$ cat src/rtl/assert_macros.svh
// Assertion macros used by the top level of the range beeper.
`ifndef ASSERT_MACROS_SVH
`define ASSERT_MACROS_SVH

`ifndef SYNTH
// Property that must hold at every rising edge of clk_i outside reset.
`define URB_ASSERT(lbl, prop) \
  lbl: assert property (@(posedge clk_i) disable iff (!rst_ni) (prop)) \
    else $error("urb assertion failed");
// When the antecedent holds, the consequent must hold in the next clock cycle.
`define URB_ASSERT_NEXT(lbl, ante, cons) \
  lbl: assert property (@(posedge clk_i) disable iff (!rst_ni) (ante) |=> (cons)) \
    else $error("urb assertion failed");
`else
`define URB_ASSERT(lbl, prop)
`define URB_ASSERT_NEXT(lbl, ante, cons)
`endif

`endif

$ cat src/rtl/urb_pkg.sv
// Package with the shared types and constants of the range beeper.
package urb_pkg;

  // Microsecond ticks in one millisecond.
  localparam int TICKS_PER_MS = 1000;

  localparam int DIST_W   = 10;
  localparam int DIST_MAX = 1023;

  // Width of a timer load value: a 16-bit rate times a 10-bit distance.
  localparam int IV_W = 26;

  // Longest pause in ticks, capped at 32 bits; the tick counter fits it.
  localparam longint PAUSE_RAW = 64'(65535) * 64'(TICKS_PER_MS);
  localparam longint PAUSE_CAP = (PAUSE_RAW > 64'hFFFF_FFFF) ? 64'hFFFF_FFFF : PAUSE_RAW;
  localparam int PT_RAW_W = $clog2(PAUSE_CAP + 1);
  localparam int PT_W     = (PT_RAW_W > 16) ? PT_RAW_W : 16;

  localparam int TPM_W = $clog2(TICKS_PER_MS + 1);
  localparam int PM_W  = 16 + TPM_W;
  localparam int PS_W  = (TICKS_PER_MS > 1) ? $clog2(TICKS_PER_MS) : 1;

  typedef enum logic [2:0] {
    REG_TRIG_LEN    = 3'd0,
    REG_ECHO_TMO    = 3'd1,
    REG_PAUSE       = 3'd2,
    REG_SCALE       = 3'd3,
    REG_BUZ_ON      = 3'd4,
    REG_GAP_PER_CM  = 3'd5,
    REG_LED_PER_CM  = 3'd6,
    REG_ZERO_PERIOD = 3'd7
  } reg_idx_e;

  typedef struct packed {
    logic [9:0]  trigger_len_us;
    logic [15:0] echo_timeout_us;
    logic [15:0] pause_ms;
    logic [15:0] scale_q16;
    logic [15:0] buzzer_on_ms;
    logic [15:0] gap_per_cm_ms;
    logic [15:0] led_per_cm_ms;
    logic [15:0] zero_period_ms;
  } cfg_t;

  // Ranging outcome of one tick.
  typedef struct packed {
    logic              trigger_out;
    logic              new_distance;
    logic              timed_out;
    logic [DIST_W-1:0] distance;
  } rng_res_t;

endpackage

$ cat src/rtl/urb_ifs.sv
// Valid/ready channel interfaces for the tick input and the result output.
interface urb_in_if;
  logic valid;
  logic ready;
  logic echo_level;

  modport source (output valid, output echo_level, input ready);
  modport sink (input valid, input echo_level, output ready);
endinterface

interface urb_out_if import urb_pkg::*; ();
  logic              valid;
  logic              ready;
  logic              trigger_out;
  logic              buzzer_on;
  logic              led_on;
  logic [DIST_W-1:0] distance;
  logic              new_distance;
  logic              timed_out;

  modport source (output valid, output trigger_out, output buzzer_on, output led_on,
                  output distance, output new_distance, output timed_out, input ready);
  modport sink (input valid, input trigger_out, input buzzer_on, input led_on,
                input distance, input new_distance, input timed_out, output ready);
endinterface

$ cat src/rtl/urb_regs.sv
// APB configuration register file of the range beeper.
module urb_regs import urb_pkg::*; (
  input  logic        clk_i,
  input  logic        rst_ni,
  input  logic        psel,
  input  logic        penable,
  input  logic        pwrite,
  input  logic [4:0]  paddr,
  input  logic [31:0] pwdata,
  output logic [31:0] prdata,
  output logic        pready,
  output cfg_t        cfg_o,
  output cfg_t        cfg_next_o
);

  localparam cfg_t CFG_RESET = '{
    trigger_len_us:  10'd10,
    echo_timeout_us: 16'd50000,
    pause_ms:        16'd250,
    scale_q16:       16'd1124,
    buzzer_on_ms:    16'd500,
    gap_per_cm_ms:   16'd10,
    led_per_cm_ms:   16'd5000,
    zero_period_ms:  16'd1000
  };

  cfg_t     cfg_q, cfg_d;
  reg_idx_e idx;

  assign idx    = reg_idx_e'(paddr[4:2]);
  assign pready = 1'b1;

  always_comb begin
    cfg_d = cfg_q;
    if (psel && penable && pwrite) begin
      case (idx)
        REG_TRIG_LEN:    cfg_d.trigger_len_us  = pwdata[9:0];
        REG_ECHO_TMO:    cfg_d.echo_timeout_us = pwdata[15:0];
        REG_PAUSE:       cfg_d.pause_ms        = pwdata[15:0];
        REG_SCALE:       cfg_d.scale_q16       = pwdata[15:0];
        REG_BUZ_ON:      cfg_d.buzzer_on_ms    = pwdata[15:0];
        REG_GAP_PER_CM:  cfg_d.gap_per_cm_ms   = pwdata[15:0];
        REG_LED_PER_CM:  cfg_d.led_per_cm_ms   = pwdata[15:0];
        REG_ZERO_PERIOD: cfg_d.zero_period_ms  = pwdata[15:0];
        default:         cfg_d = cfg_q;
      endcase
    end
  end

  always_comb begin
    case (idx)
      REG_TRIG_LEN:    prdata = 32'(cfg_q.trigger_len_us);
      REG_ECHO_TMO:    prdata = 32'(cfg_q.echo_timeout_us);
      REG_PAUSE:       prdata = 32'(cfg_q.pause_ms);
      REG_SCALE:       prdata = 32'(cfg_q.scale_q16);
      REG_BUZ_ON:      prdata = 32'(cfg_q.buzzer_on_ms);
      REG_GAP_PER_CM:  prdata = 32'(cfg_q.gap_per_cm_ms);
      REG_LED_PER_CM:  prdata = 32'(cfg_q.led_per_cm_ms);
      REG_ZERO_PERIOD: prdata = 32'(cfg_q.zero_period_ms);
      default:         prdata = '0;
    endcase
  end

  always_ff @(posedge clk_i or negedge rst_ni) begin
    if (!rst_ni) begin
      cfg_q <= CFG_RESET;
    end else begin
      cfg_q <= cfg_d;
    end
  end

  assign cfg_o      = cfg_q;
  assign cfg_next_o = cfg_d;

endmodule

$ cat src/rtl/urb_ranging.sv
// Trigger, listen and pause sequencer that measures the echo pulse.
module urb_ranging import urb_pkg::*; (
  input  logic     clk_i,
  input  logic     rst_ni,
  input  logic     step_i,
  input  logic     echo_i,
  input  cfg_t     cfg_i,
  input  cfg_t     cfg_next_i,
  output rng_res_t res_o
);

  typedef enum logic [1:0] {
    PH_TRIG   = 2'd0,
    PH_LISTEN = 2'd1,
    PH_PAUSE  = 2'd2
  } phase_e;

  phase_e            phase_q, phase_d;
  logic [PT_W-1:0]   ticks_q, ticks_d, tick_inc;
  logic              seen_q, seen_d;
  logic [15:0]       pulse_q, pulse_d;
  logic [DIST_W-1:0] dist_q, dist_d;
  logic [DIST_W-1:0] cand_q, cand_d;
  logic [PT_W-1:0]   target_q, target_d;
  logic [31:0]       cand_prod;
  logic [15:0]       cand_hi;
  logic [PM_W-1:0]   pause_raw;
  logic [9:0]        trig_len;
  logic              trig, fresh, tmo;

  // The candidate distance always matches the stored pulse length, so a
  // completing pulse reads it from a register and no multiplier sits in
  // the tick path.
  assign cand_prod = 32'(pulse_d) * 32'(cfg_next_i.scale_q16);
  assign cand_hi   = cand_prod[31:16];
  assign cand_d    = (cand_hi > 16'(DIST_MAX)) ? DIST_W'(DIST_MAX) : cand_hi[DIST_W-1:0];

  // Pause length in ticks, at least one.
  always_comb begin
    pause_raw = PM_W'(cfg_next_i.pause_ms) * PM_W'(TICKS_PER_MS);
    if (pause_raw == '0) begin
      target_d = PT_W'(1);
    end else if (64'(pause_raw) > PAUSE_CAP) begin
      target_d = PT_W'(PAUSE_CAP);
    end else begin
      target_d = PT_W'(pause_raw);
    end
  end

  assign tick_inc = (ticks_q == '1) ? ticks_q : ticks_q + PT_W'(1);
  assign trig_len = (cfg_i.trigger_len_us == '0) ? 10'd1 : cfg_i.trigger_len_us;

  always_comb begin
    phase_d = phase_q;
    ticks_d = ticks_q;
    seen_d  = seen_q;
    pulse_d = pulse_q;
    dist_d  = dist_q;
    trig    = 1'b0;
    fresh   = 1'b0;
    tmo     = 1'b0;
    if (step_i) begin
      case (phase_q)
        PH_LISTEN: begin
          ticks_d = tick_inc;
          if (echo_i) begin
            if (!seen_q) begin
              seen_d  = 1'b1;
              pulse_d = 16'd1;
            end else if (pulse_q != 16'hFFFF) begin
              pulse_d = pulse_q + 16'd1;
            end
          end else if (seen_q) begin
            dist_d = cand_q;
            fresh  = 1'b1;
          end
          if (!fresh && (tick_inc >= PT_W'(cfg_i.echo_timeout_us))) begin
            tmo = 1'b1;
          end
          if (fresh || tmo) begin
            phase_d = PH_PAUSE;
            ticks_d = '0;
          end
        end
        PH_PAUSE: begin
          ticks_d = tick_inc;
          if (tick_inc >= target_q) begin
            phase_d = PH_TRIG;
            ticks_d = '0;
          end
        end
        default: begin
          // The trigger phase, and the spare phase code behaving as it.
          phase_d = PH_TRIG;
          trig    = 1'b1;
          ticks_d = tick_inc;
          if (tick_inc >= PT_W'(trig_len)) begin
            phase_d = PH_LISTEN;
            ticks_d = '0;
            seen_d  = 1'b0;
            pulse_d = '0;
          end
        end
      endcase
    end
  end

  always_ff @(posedge clk_i or negedge rst_ni) begin
    if (!rst_ni) begin
      phase_q <= PH_TRIG;
      ticks_q <= '0;
      seen_q  <= 1'b0;
      pulse_q <= '0;
      dist_q  <= '0;
    end else begin
      phase_q <= phase_d;
      ticks_q <= ticks_d;
      seen_q  <= seen_d;
      pulse_q <= pulse_d;
      dist_q  <= dist_d;
    end
  end

  always_ff @(posedge clk_i) begin
    cand_q   <= cand_d;
    target_q <= target_d;
  end

  assign res_o = '{trigger_out: trig, new_distance: fresh, timed_out: tmo, distance: dist_d};

endmodule

$ cat src/rtl/urb_timers.sv
// Millisecond prescaler with the buzzer and LED pacing timers.
module urb_timers import urb_pkg::*; (
  input  logic              clk_i,
  input  logic              rst_ni,
  input  logic              step_i,
  input  logic [DIST_W-1:0] dist_i,
  input  cfg_t              cfg_i,
  output logic              buzzer_o,
  output logic              led_o
);

  logic [PS_W-1:0] presc_q, presc_d;
  logic            buz_lvl_q, buz_lvl_d;
  logic [IV_W-1:0] buz_left_q, buz_left_d;
  logic [IV_W-1:0] gap_q, gap_d;
  logic            gap_pend_q, gap_pend_d;
  logic [IV_W-1:0] gprod_q, gprod_d;
  logic            led_lvl_q, led_lvl_d;
  logic [IV_W-1:0] led_left_q, led_left_d;
  logic            led_pend_q, led_pend_d;
  logic [IV_W-1:0] lprod_q, lprod_d;
  logic [IV_W-1:0] eff_gap, eff_led_left, bl, ll;

  function automatic logic [IV_W-1:0] interval(input logic [IV_W-1:0] prod,
                                               input logic [15:0] zero_period);
    interval = (prod == '0) ? IV_W'(zero_period) : prod;
  endfunction

  // Rate times distance, registered every clock. A timer that fires marks its
  // load value pending; the product of the distance of that tick is ready
  // in the next clock cycle and is folded in then.
  assign gprod_d = IV_W'(cfg_i.gap_per_cm_ms) * IV_W'(dist_i);
  assign lprod_d = IV_W'(cfg_i.led_per_cm_ms) * IV_W'(dist_i);

  assign eff_gap      = gap_pend_q ? interval(gprod_q, cfg_i.zero_period_ms) : gap_q;
  assign eff_led_left = led_pend_q ? interval(lprod_q, cfg_i.zero_period_ms) : led_left_q;

  always_comb begin
    presc_d    = presc_q;
    buz_lvl_d  = buz_lvl_q;
    buz_left_d = buz_left_q;
    gap_d      = eff_gap;
    gap_pend_d = 1'b0;
    led_lvl_d  = led_lvl_q;
    led_left_d = eff_led_left;
    led_pend_d = 1'b0;
    bl         = buz_left_q;
    ll         = eff_led_left;
    if (step_i) begin
      if (int'(presc_q) + 1 >= TICKS_PER_MS) begin
        presc_d = '0;
        if (bl != '0) begin
          bl = bl - IV_W'(1);
        end
        if (ll != '0) begin
          ll = ll - IV_W'(1);
        end
      end else begin
        presc_d = presc_q + PS_W'(1);
      end
      if (bl == '0) begin
        if (!buz_lvl_q) begin
          buz_lvl_d  = 1'b1;
          gap_pend_d = 1'b1;
          bl         = IV_W'(cfg_i.buzzer_on_ms);
        end else begin
          buz_lvl_d = 1'b0;
          bl        = eff_gap;
        end
      end
      if (ll == '0) begin
        led_lvl_d  = ~led_lvl_q;
        led_pend_d = 1'b1;
      end
      buz_left_d = bl;
      led_left_d = ll;
    end
  end

  always_ff @(posedge clk_i or negedge rst_ni) begin
    if (!rst_ni) begin
      presc_q    <= '0;
      buz_lvl_q  <= 1'b0;
      buz_left_q <= '0;
      gap_q      <= '0;
      gap_pend_q <= 1'b0;
      led_lvl_q  <= 1'b0;
      led_left_q <= '0;
      led_pend_q <= 1'b0;
    end else begin
      presc_q    <= presc_d;
      buz_lvl_q  <= buz_lvl_d;
      buz_left_q <= buz_left_d;
      gap_q      <= gap_d;
      gap_pend_q <= gap_pend_d;
      led_lvl_q  <= led_lvl_d;
      led_left_q <= led_left_d;
      led_pend_q <= led_pend_d;
    end
  end

  always_ff @(posedge clk_i) begin
    gprod_q <= gprod_d;
    lprod_q <= lprod_d;
  end

  assign buzzer_o = buz_lvl_d;
  assign led_o    = led_lvl_d;

endmodule

$ cat src/rtl/ultrasonic_range_beeper.sv
// Top level of the ultrasonic range beeper: channels, input and result registers.
//
// Each transfer on in_i is one microsecond tick carrying the sampled echo
// level; each tick yields exactly one transfer on out_o with the trigger
// drive, buzzer and LED levels, the held distance in centimeters and the
// one-tick flags for a completed measurement and for a timeout.
// A tick taken sits in the input register until the result register is free,
// is processed by the ranging sequencer and the millisecond timers as it moves
// into the result register and is offered on out_o from then on. One tick is
// taken every clock while out_o is ready; the rate is set by the update of the
// ranging and timer state as each tick advances; its multipliers feed
// registers that always track the pulse length and held distance. When out_o
// stalls, the result register holds, the pending tick waits in the input
// register and in_i drops ready until the result is taken. Reset (rst_ni low,
// asynchronous) empties both registers, loads the configuration defaults and
// starts in the trigger phase with both timers due to fire on the first tick.
// No clearing pass is needed after reset. The user writes configuration over
// the APB port only while no tick is in flight; the block does not enforce it.
module ultrasonic_range_beeper import urb_pkg::*; (
  input  logic        clk_i,
  input  logic        rst_ni,
  urb_in_if.sink      in_i,
  urb_out_if.source   out_o,
  input  logic        psel,
  input  logic        penable,
  input  logic        pwrite,
  input  logic [4:0]  paddr,
  input  logic [31:0] pwdata,
  output logic [31:0] prdata,
  output logic        pready
);

`include "assert_macros.svh"

  // Input register holding one accepted tick.
  logic s1_valid_q, s1_valid_d;
  logic s1_echo_q;

  // Result register.
  logic              out_valid_q, out_valid_d;
  logic              out_trig_q, out_buz_q, out_led_q, out_fresh_q, out_tmo_q;
  logic [DIST_W-1:0] out_dist_q;

  logic     adv, in_xfer;
  cfg_t     cfg, cfg_next;
  rng_res_t rng_res;
  logic     buz_lvl, led_lvl;

  // A tick advances when the result register is empty or being emptied.
  assign adv     = s1_valid_q && (!out_valid_q || out_o.ready);
  assign in_xfer = in_i.valid && in_i.ready;

  assign in_i.ready = !s1_valid_q || adv;

  always_comb begin
    s1_valid_d = s1_valid_q;
    if (in_xfer) begin
      s1_valid_d = 1'b1;
    end else if (adv) begin
      s1_valid_d = 1'b0;
    end
    out_valid_d = out_valid_q;
    if (adv) begin
      out_valid_d = 1'b1;
    end else if (out_o.ready) begin
      out_valid_d = 1'b0;
    end
  end

  urb_regs u_regs (
    .clk_i      (clk_i),
    .rst_ni     (rst_ni),
    .psel       (psel),
    .penable    (penable),
    .pwrite     (pwrite),
    .paddr      (paddr),
    .pwdata     (pwdata),
    .prdata     (prdata),
    .pready     (pready),
    .cfg_o      (cfg),
    .cfg_next_o (cfg_next)
  );

  urb_ranging u_ranging (
    .clk_i      (clk_i),
    .rst_ni     (rst_ni),
    .step_i     (adv),
    .echo_i     (s1_echo_q),
    .cfg_i      (cfg),
    .cfg_next_i (cfg_next),
    .res_o      (rng_res)
  );

  // The timers see the distance as updated by the same tick.
  urb_timers u_timers (
    .clk_i    (clk_i),
    .rst_ni   (rst_ni),
    .step_i   (adv),
    .dist_i   (rng_res.distance),
    .cfg_i    (cfg),
    .buzzer_o (buz_lvl),
    .led_o    (led_lvl)
  );

  always_ff @(posedge clk_i or negedge rst_ni) begin
    if (!rst_ni) begin
      s1_valid_q  <= 1'b0;
      out_valid_q <= 1'b0;
    end else begin
      s1_valid_q  <= s1_valid_d;
      out_valid_q <= out_valid_d;
    end
  end

  always_ff @(posedge clk_i) begin
    if (in_xfer) begin
      s1_echo_q <= in_i.echo_level;
    end
    if (adv) begin
      out_trig_q  <= rng_res.trigger_out;
      out_buz_q   <= buz_lvl;
      out_led_q   <= led_lvl;
      out_dist_q  <= rng_res.distance;
      out_fresh_q <= rng_res.new_distance;
      out_tmo_q   <= rng_res.timed_out;
    end
  end

  assign out_o.valid        = out_valid_q;
  assign out_o.trigger_out  = out_trig_q;
  assign out_o.buzzer_on    = out_buz_q;
  assign out_o.led_on       = out_led_q;
  assign out_o.distance     = out_dist_q;
  assign out_o.new_distance = out_fresh_q;
  assign out_o.timed_out    = out_tmo_q;

  // A processed tick always leaves a result to be taken.
  `URB_ASSERT_NEXT(a_adv_fills_result, adv, out_valid_q)
  // A tick that cannot advance stays in the input register.
  `URB_ASSERT_NEXT(a_waiting_tick_kept, s1_valid_q && !adv, s1_valid_q)
  // A measurement never completes and times out on the same tick.
  `URB_ASSERT(a_flags_exclusive, !(rng_res.new_distance && rng_res.timed_out))

endmodule

$ cat src/flat_wrapper.sv
// flat-port wrapper written by rule: the top's interface ports become plain ports
module ultrasonic_range_beeper_flat import urb_pkg::*;
  (clk_i, rst_ni, psel, penable, pwrite, paddr, pwdata, prdata, pready, in_i_valid, in_i_echo_level, in_i_ready, out_o_valid, out_o_trigger_out, out_o_buzzer_on, out_o_led_on, out_o_distance, out_o_new_distance, out_o_timed_out, out_o_ready);
  urb_in_if in_i_i ();
  urb_out_if out_o_i ();
  input  logic clk_i;
  input  logic rst_ni;
  input  logic psel;
  input  logic penable;
  input  logic pwrite;
  input  logic [4:0] paddr;
  input  logic [31:0] pwdata;
  output logic [31:0] prdata;
  output logic pready;
  input wire logic [$bits(in_i_i.valid)-1:0] in_i_valid;
  input wire logic [$bits(in_i_i.echo_level)-1:0] in_i_echo_level;
  output wire logic [$bits(in_i_i.ready)-1:0] in_i_ready;
  output wire logic [$bits(out_o_i.valid)-1:0] out_o_valid;
  output wire logic [$bits(out_o_i.trigger_out)-1:0] out_o_trigger_out;
  output wire logic [$bits(out_o_i.buzzer_on)-1:0] out_o_buzzer_on;
  output wire logic [$bits(out_o_i.led_on)-1:0] out_o_led_on;
  output wire logic [$bits(out_o_i.distance)-1:0] out_o_distance;
  output wire logic [$bits(out_o_i.new_distance)-1:0] out_o_new_distance;
  output wire logic [$bits(out_o_i.timed_out)-1:0] out_o_timed_out;
  input wire logic [$bits(out_o_i.ready)-1:0] out_o_ready;
  assign in_i_i.valid = in_i_valid;
  assign in_i_i.echo_level = in_i_echo_level;
  assign in_i_ready = in_i_i.ready;
  assign out_o_valid = out_o_i.valid;
  assign out_o_trigger_out = out_o_i.trigger_out;
  assign out_o_buzzer_on = out_o_i.buzzer_on;
  assign out_o_led_on = out_o_i.led_on;
  assign out_o_distance = out_o_i.distance;
  assign out_o_new_distance = out_o_i.new_distance;
  assign out_o_timed_out = out_o_i.timed_out;
  assign out_o_i.ready = out_o_ready;
  ultrasonic_range_beeper u_core (.clk_i(clk_i), .rst_ni(rst_ni), .in_i(in_i_i), .out_o(out_o_i), .psel(psel), .penable(penable), .pwrite(pwrite), .paddr(paddr), .pwdata(pwdata), .prdata(prdata), .pready(pready));
endmodule
$ cat config.mk
export PLATFORM = sky130hd
export DESIGN_NAME = ultrasonic_range_beeper_flat
export DESIGN_NICKNAME = d
export VERILOG_FILES = /design/src/rtl/urb_pkg.sv /design/src/rtl/urb_ifs.sv /design/src/rtl/urb_regs.sv /design/src/rtl/urb_ranging.sv /design/src/rtl/urb_timers.sv /design/src/rtl/ultrasonic_range_beeper.sv /design/src/flat_wrapper.sv
export VERILOG_INCLUDE_DIRS = /design/src /design/src/rtl
export SDC_FILE = /design/constraint.sdc
export NUM_CORES = 2
export LEC_CHECK = 0
export BUFFER_PORTS_ARGS = -buffer_cell sky130_fd_sc_hd__buf_2
export CORE_MARGIN = 1.5
export CORE_UTILIZATION = 36
export CTS_BUF_LIST = sky130_fd_sc_hd__clkbuf_8
export DETAILED_ROUTE_END_ITERATION = 16
export MAX_ROUTING_LAYER = met4
export PLACE_DENSITY = 0.61
export SLEW_MARGIN = 30
export SYNTH_ARGS = -nofsm -noshare
export SYNTH_HDL_FRONTEND = slang
export SYNTH_HIERARCHICAL = 1
export SYNTH_SLANG_ARGS = --single-unit
$ cat constraint.sdc
create_clock -name clk_i -period 14.8 [get_ports clk_i]
set_input_delay 2.22 -clock clk_i [delete_from_list [all_inputs] [get_ports clk_i]]
set_output_delay 2.22 -clock clk_i [all_outputs]
set_load 0.05 [all_outputs]
==> results.tsv <==
stage	metric	value	unit
clock_tree	hold buffer count at CTS	0	
synth	netlist area before placement	41200	µm²
setup_path	Worst Path Required	15.32	ns
power	cell leakage power	0.0215	µW
global_routing	number of antenna violations at the first check in global routing	7	
synth	FFs w/ async S/R, synth	72.7	%
timing	# setup viols final	0	
synth	main flop type after synthesis	sky130_fd_sc_hd__dfrtp_1	
synth	simple-gate area share of the yosys netlist	17.5	%
run_status	status	finished clean	
clock_tree	clock tree from TritonCTS	built	
drt	antenna-violating nets left	0	
timing	final hold slack	0.436	ns
synth	number of flops mapped to enable cells by yosys	16	
drt	remaining routing DRC violations	0	
synth	fraction of synthesized area in multiplexers	5.85	%
setup_path	Max FO, Critical Path	17	
drt	Avg WL per Cell	19.2	µm
timing	worst-case clock skew	0.0637	ns
layout	synthesis-to-layout area growth	7.69	%
floorplan	initial cell density of the core	36.4	%
setup_path	register-to-register path setup slack	2.11	ns
synth	Synth Area in Adders	32.9	%
layout	layout cell share with drive strength beyond 1	10.2	%
drt	Via-to-Cell Ratio	5.28	
floorplan	Die Footprint	116000	µm²
synth	count of yosys warnings during synthesis	6	
floorplan	Die Height	341	µm
global_routing	maximum number of pins on one net before global-route repair	74	
floorplan	count of standard-cell rows	123	
timing	portion of the clock cycle consumed by the worst path in the final layout	85.7	%
global_routing	global-route wire length before repair	183000	µm
power	power density over cell area	145	nW/µm²
synth	area fraction of the dominant cell type after synthesis	22.7	%
setup_path	Arrival @ worst endpoint	13.21	ns
timing	worst slew margin relative to its limit	30.9	%
floorplan	count of boundary I/O pins	95	
drt	count of routing violations after the opening detailed-route iteration	2245	
timing	final max-slew violation count	0	
timing	setup tns final	0	ns
setup_path	Critical Path Source Type	flop	
synth	compound-gate portion of the synthesized area	10.8	%
clock_tree	count of instances resized after the clock tree is built	0	
clock_tree	insertion delay of the later-clocked pin in the worst-skew pair	0.71	ns
synth	sequential area share after synthesis	21.9	%
floorplan	core footprint	113000	µm²
clock_tree	clock tree buffer depth	3	
setup_path	type of the worst setup path	reg -> reg	
global_routing	grt ovf	0	
synth	count of unique library cells instantiated by Yosys	102	
drt	router iterations before antenna repair	5	
synth	#FFs+latches synth	373	
hold_path	Hold Crit Class	reg -> reg	
clock_tree	CTS Sinks	373	
synth	syn avg cell area	9.28	µm²
placed_design	number of port buffers	59	
setup_path	delay of the slowest critical-path stage	0.85	ns
placed_design	Detail Placement HPWL	86900	µm
synth	main combinational cell family by area after synthesis	adder cells	
timing	maximum clock frequency	78.8	MHz
clock_tree	CTS H-Tree Depth	3	
layout	net count of the finished layout	5257	
synth	biggest area consumer among synthesized cells	sky130_fd_sc_hd__fa_1	
timing	final hold vios	0	
floorplan	die width	341	µm
timing	RSZ-0062 raised after global routing	no	
synth	cell count after synthesis	4437	
setup_path	critical path's most frequent cell	sky130_fd_sc_hd__fa_1	
synth	xor/xnor cell area share of the yosys netlist	3.00	%
drt	vias post-DR	31600	
global_routing	gr usage total	20.4	%
setup_path	library cell contributing the largest single delay on the critical path	sky130_fd_sc_hd__nor4_1	
setup_path	Setup crit end kind	flop	
timing	min cycle time layout	12.69	ns
timing	Least-Margin Pin Slew	1.04	ns
power	Worst IR Drop VDD	0.000205	V
drt	Post-Route WL	114000	µm
clock_tree	Inserted Clock Buffers	72	
placed_design	gpl congestion	0.884	
layout	utilization after layout	39.2	%
flow_run	count of max-cap constraint violations	0	
clock_tree	Worst-path clk slew	0.06	ns
global_routing	vias in the first global route	32400	
clock_tree	Post-CTS Setup Bufs	0	
synth	top cells by area in the synthesized netlist	sky130_fd_sc_hd__fa_1 23%, sky130_fd_sc_hd__dfrtp_1 14%, sky130_fd_sc_hd__ha_1 10%, sky130_fd_sc_hd__inv_1 5.6%, sky130_fd_sc_hd__nand2_1 4.8%	
clock_tree	root buf cell	sky130_fd_sc_hd__clkbuf_8	
==> registers in the layout (all words and copies together) (netlist names), 2 cells and up <==
name                        cells
u_core/u_timers/gap_q          26
u_core/u_timers/led_left_q     26
u_core/u_ranging/dist_q        10
u_core/u_ranging/target_q      24
u_core/u_regs/cfg_o           122
u_core/u_ranging/phase_q        2
u_core/out_o.distance          10
u_core/u_timers/buz_left_q     26
u_core/u_ranging/pulse_q       16
u_core/u_timers/lprod_q        26
u_core/u_ranging/ticks_q       26
u_core/u_timers/gprod_q        26
u_core/u_ranging/cand_q        10
u_core/u_timers/presc_q        10
==> metrics by stage <==
stage / cells / total power [µW] / cell area [µm²] / setup slack (ns)
3_5_place_dp: 5837 / 5270 / 42800 / 2.20
5_1_grt: 5976 / 7000 / 44300 / 1.31
2_1_floorplan: 4452 / 4240 / 41200 / 4.24
4_1_cts: 5971 / 6440 / 44300 / 2.11
3_3_place_gp: 5837 / 5250 / 42700 / 2.24
6_report: 5977 / 6410 / 44300 / 2.11
==> power by group <==
group / total (µW) / switching [µW] / internal (µW)
sequential: 1450 / 217 / 1240
combinational: 3860 / 2420 / 1440
clock: 1100 / 485 / 616
==> kinds of logic after synthesis <==
logic type / count (synthesis)
xor+xnor: 141
other cells: 2
mux: 219
compound gates: 658
buf+inv: 829
fa+ha+maj: 801
flops: 373
simple gates: 1414
==> worst paths after layout <==
kind / depth (start not counted) / endpoint / start
worst max register to register: 37 / u_core/u_ranging/cand_q[9] / u_core/u_ranging/ticks_q[0]
max in group asynchronous: 3 / u_core/u_ranging/pulse_q[3] / rst_ni
worst min-delay path: 2 / u_core/u_ranging/dist_q[8] / u_core/u_ranging/cand_q[8]
min in group asynchronous: 1 / u_core/u_timers/presc_q[3] / rst_ni
worst max-delay path: 37 / u_core/u_ranging/cand_q[9] / u_core/u_ranging/ticks_q[0]
worst min register to register: 2 / u_core/u_ranging/dist_q[8] / u_core/u_ranging/cand_q[8]
==> cells in the final DEF, fill, tap and decap left out, types with 16 or more instances in the layout <==
master	count
sky130_fd_sc_hd__inv_1	645
sky130_fd_sc_hd__nand2_1	527
sky130_fd_sc_hd__fa_1	467
sky130_fd_sc_hd__ha_1	334
sky130_fd_sc_hd__and2_1	274
sky130_fd_sc_hd__dfrtp_1	233
sky130_fd_sc_hd__nor2_1	178
sky130_fd_sc_hd__a21oi_1	177
sky130_fd_sc_hd__mux2_2	143
sky130_fd_sc_hd__o21ai_0	98
sky130_fd_sc_hd__clkbuf_8	89
sky130_fd_sc_hd__dfxtp_1	86
sky130_fd_sc_hd__xnor2_1	85
sky130_fd_sc_hd__nand3_1	80
sky130_fd_sc_hd__mux2i_1	64
sky130_fd_sc_hd__nor3_1	63
sky130_fd_sc_hd__buf_2	58
sky130_fd_sc_hd__xor2_1	56
sky130_fd_sc_hd__nand4_1	51
sky130_fd_sc_hd__a21o_1	45
sky130_fd_sc_hd__buf_4	37
sky130_fd_sc_hd__dfstp_2	37
sky130_fd_sc_hd__and3_1	36
sky130_fd_sc_hd__nand2b_1	34
sky130_fd_sc_hd__nor4_1	34
sky130_fd_sc_hd__a31oi_1	34
sky130_fd_sc_hd__a211oi_1	31
sky130_fd_sc_hd__nor2b_1	23
sky130_fd_sc_hd__or3_1	23
sky130_fd_sc_hd__o2bb2ai_1	22
sky130_fd_sc_hd__o21a_1	21
sky130_fd_sc_hd__o211ai_1	19
sky130_fd_sc_hd__o22ai_1	17
sky130_fd_sc_hd__conb_1	17
sky130_fd_sc_hd__edfxtp_1	16
sky130_fd_sc_hd__o31ai_1	16
sky130_fd_sc_hd__or4_1	16
sky130_fd_sc_hd__o21bai_1	16
==> routing by layer <==
metal  track usage, %  up-vias  routed length (µm)
met1             27.3    15800               52500
met5                -        -                   0
li1                 -    14700                   -
met4             5.32        0                2600
met2             32.5      860               53700
met3             2.61      156                5650
==> synthesized netlist by cell type (11+ instances only) <==
master	number
sky130_fd_sc_hd__a211oi_1	31
sky130_fd_sc_hd__a21boi_0	11
sky130_fd_sc_hd__a21o_1	45
sky130_fd_sc_hd__a21oi_1	177
sky130_fd_sc_hd__a221oi_1	15
sky130_fd_sc_hd__a22oi_1	12
sky130_fd_sc_hd__a31oi_1	34
sky130_fd_sc_hd__and2_1	275
sky130_fd_sc_hd__and3_1	36
sky130_fd_sc_hd__buf_2	37
sky130_fd_sc_hd__buf_4	35
sky130_fd_sc_hd__clkbuf_1	134
sky130_fd_sc_hd__dfrtp_1	234
sky130_fd_sc_hd__dfstp_2	37
sky130_fd_sc_hd__dfxtp_1	86
sky130_fd_sc_hd__edfxtp_1	16
sky130_fd_sc_hd__fa_1	467
sky130_fd_sc_hd__ha_1	334
sky130_fd_sc_hd__inv_1	615
sky130_fd_sc_hd__mux2_2	143
sky130_fd_sc_hd__mux2i_1	64
sky130_fd_sc_hd__nand2_1	527
sky130_fd_sc_hd__nand2b_1	34
sky130_fd_sc_hd__nand3_1	80
sky130_fd_sc_hd__nand4_1	51
sky130_fd_sc_hd__nor2_1	179
sky130_fd_sc_hd__nor2b_1	23
sky130_fd_sc_hd__nor3_1	63
sky130_fd_sc_hd__nor3b_1	12
sky130_fd_sc_hd__nor4_1	34
sky130_fd_sc_hd__o211ai_1	19
sky130_fd_sc_hd__o21a_1	21
sky130_fd_sc_hd__o21ai_0	98
sky130_fd_sc_hd__o21bai_1	16
sky130_fd_sc_hd__o22a_1	11
sky130_fd_sc_hd__o22ai_1	18
sky130_fd_sc_hd__o2bb2ai_1	24
sky130_fd_sc_hd__o31ai_1	16
sky130_fd_sc_hd__or3_1	23
sky130_fd_sc_hd__or4_1	16
sky130_fd_sc_hd__xnor2_1	85
sky130_fd_sc_hd__xor2_1	56
==> worst max-delay path, delay by kind of cell (launching register included) <==
family          cells  cell delay (ns)
fa+ha+maj           9             4.35
compound gates     12             3.75
simple gates       11             3.27
flops               1             0.46
buf+inv             4             0.44
mux                 1             0.24
==> layout make-up <==
type                    count  area (µm²)
diodes                      6        15.0
clock buffers              89        1220
clock inverters            45         312
fillers                 11400       68600
inverters                 616        2310
multi-input cells        3250       28900
flip-flops and latches    373        9030
well taps                1500        1880
repair buffers             98         606
(Power assumes the default switching activity.)
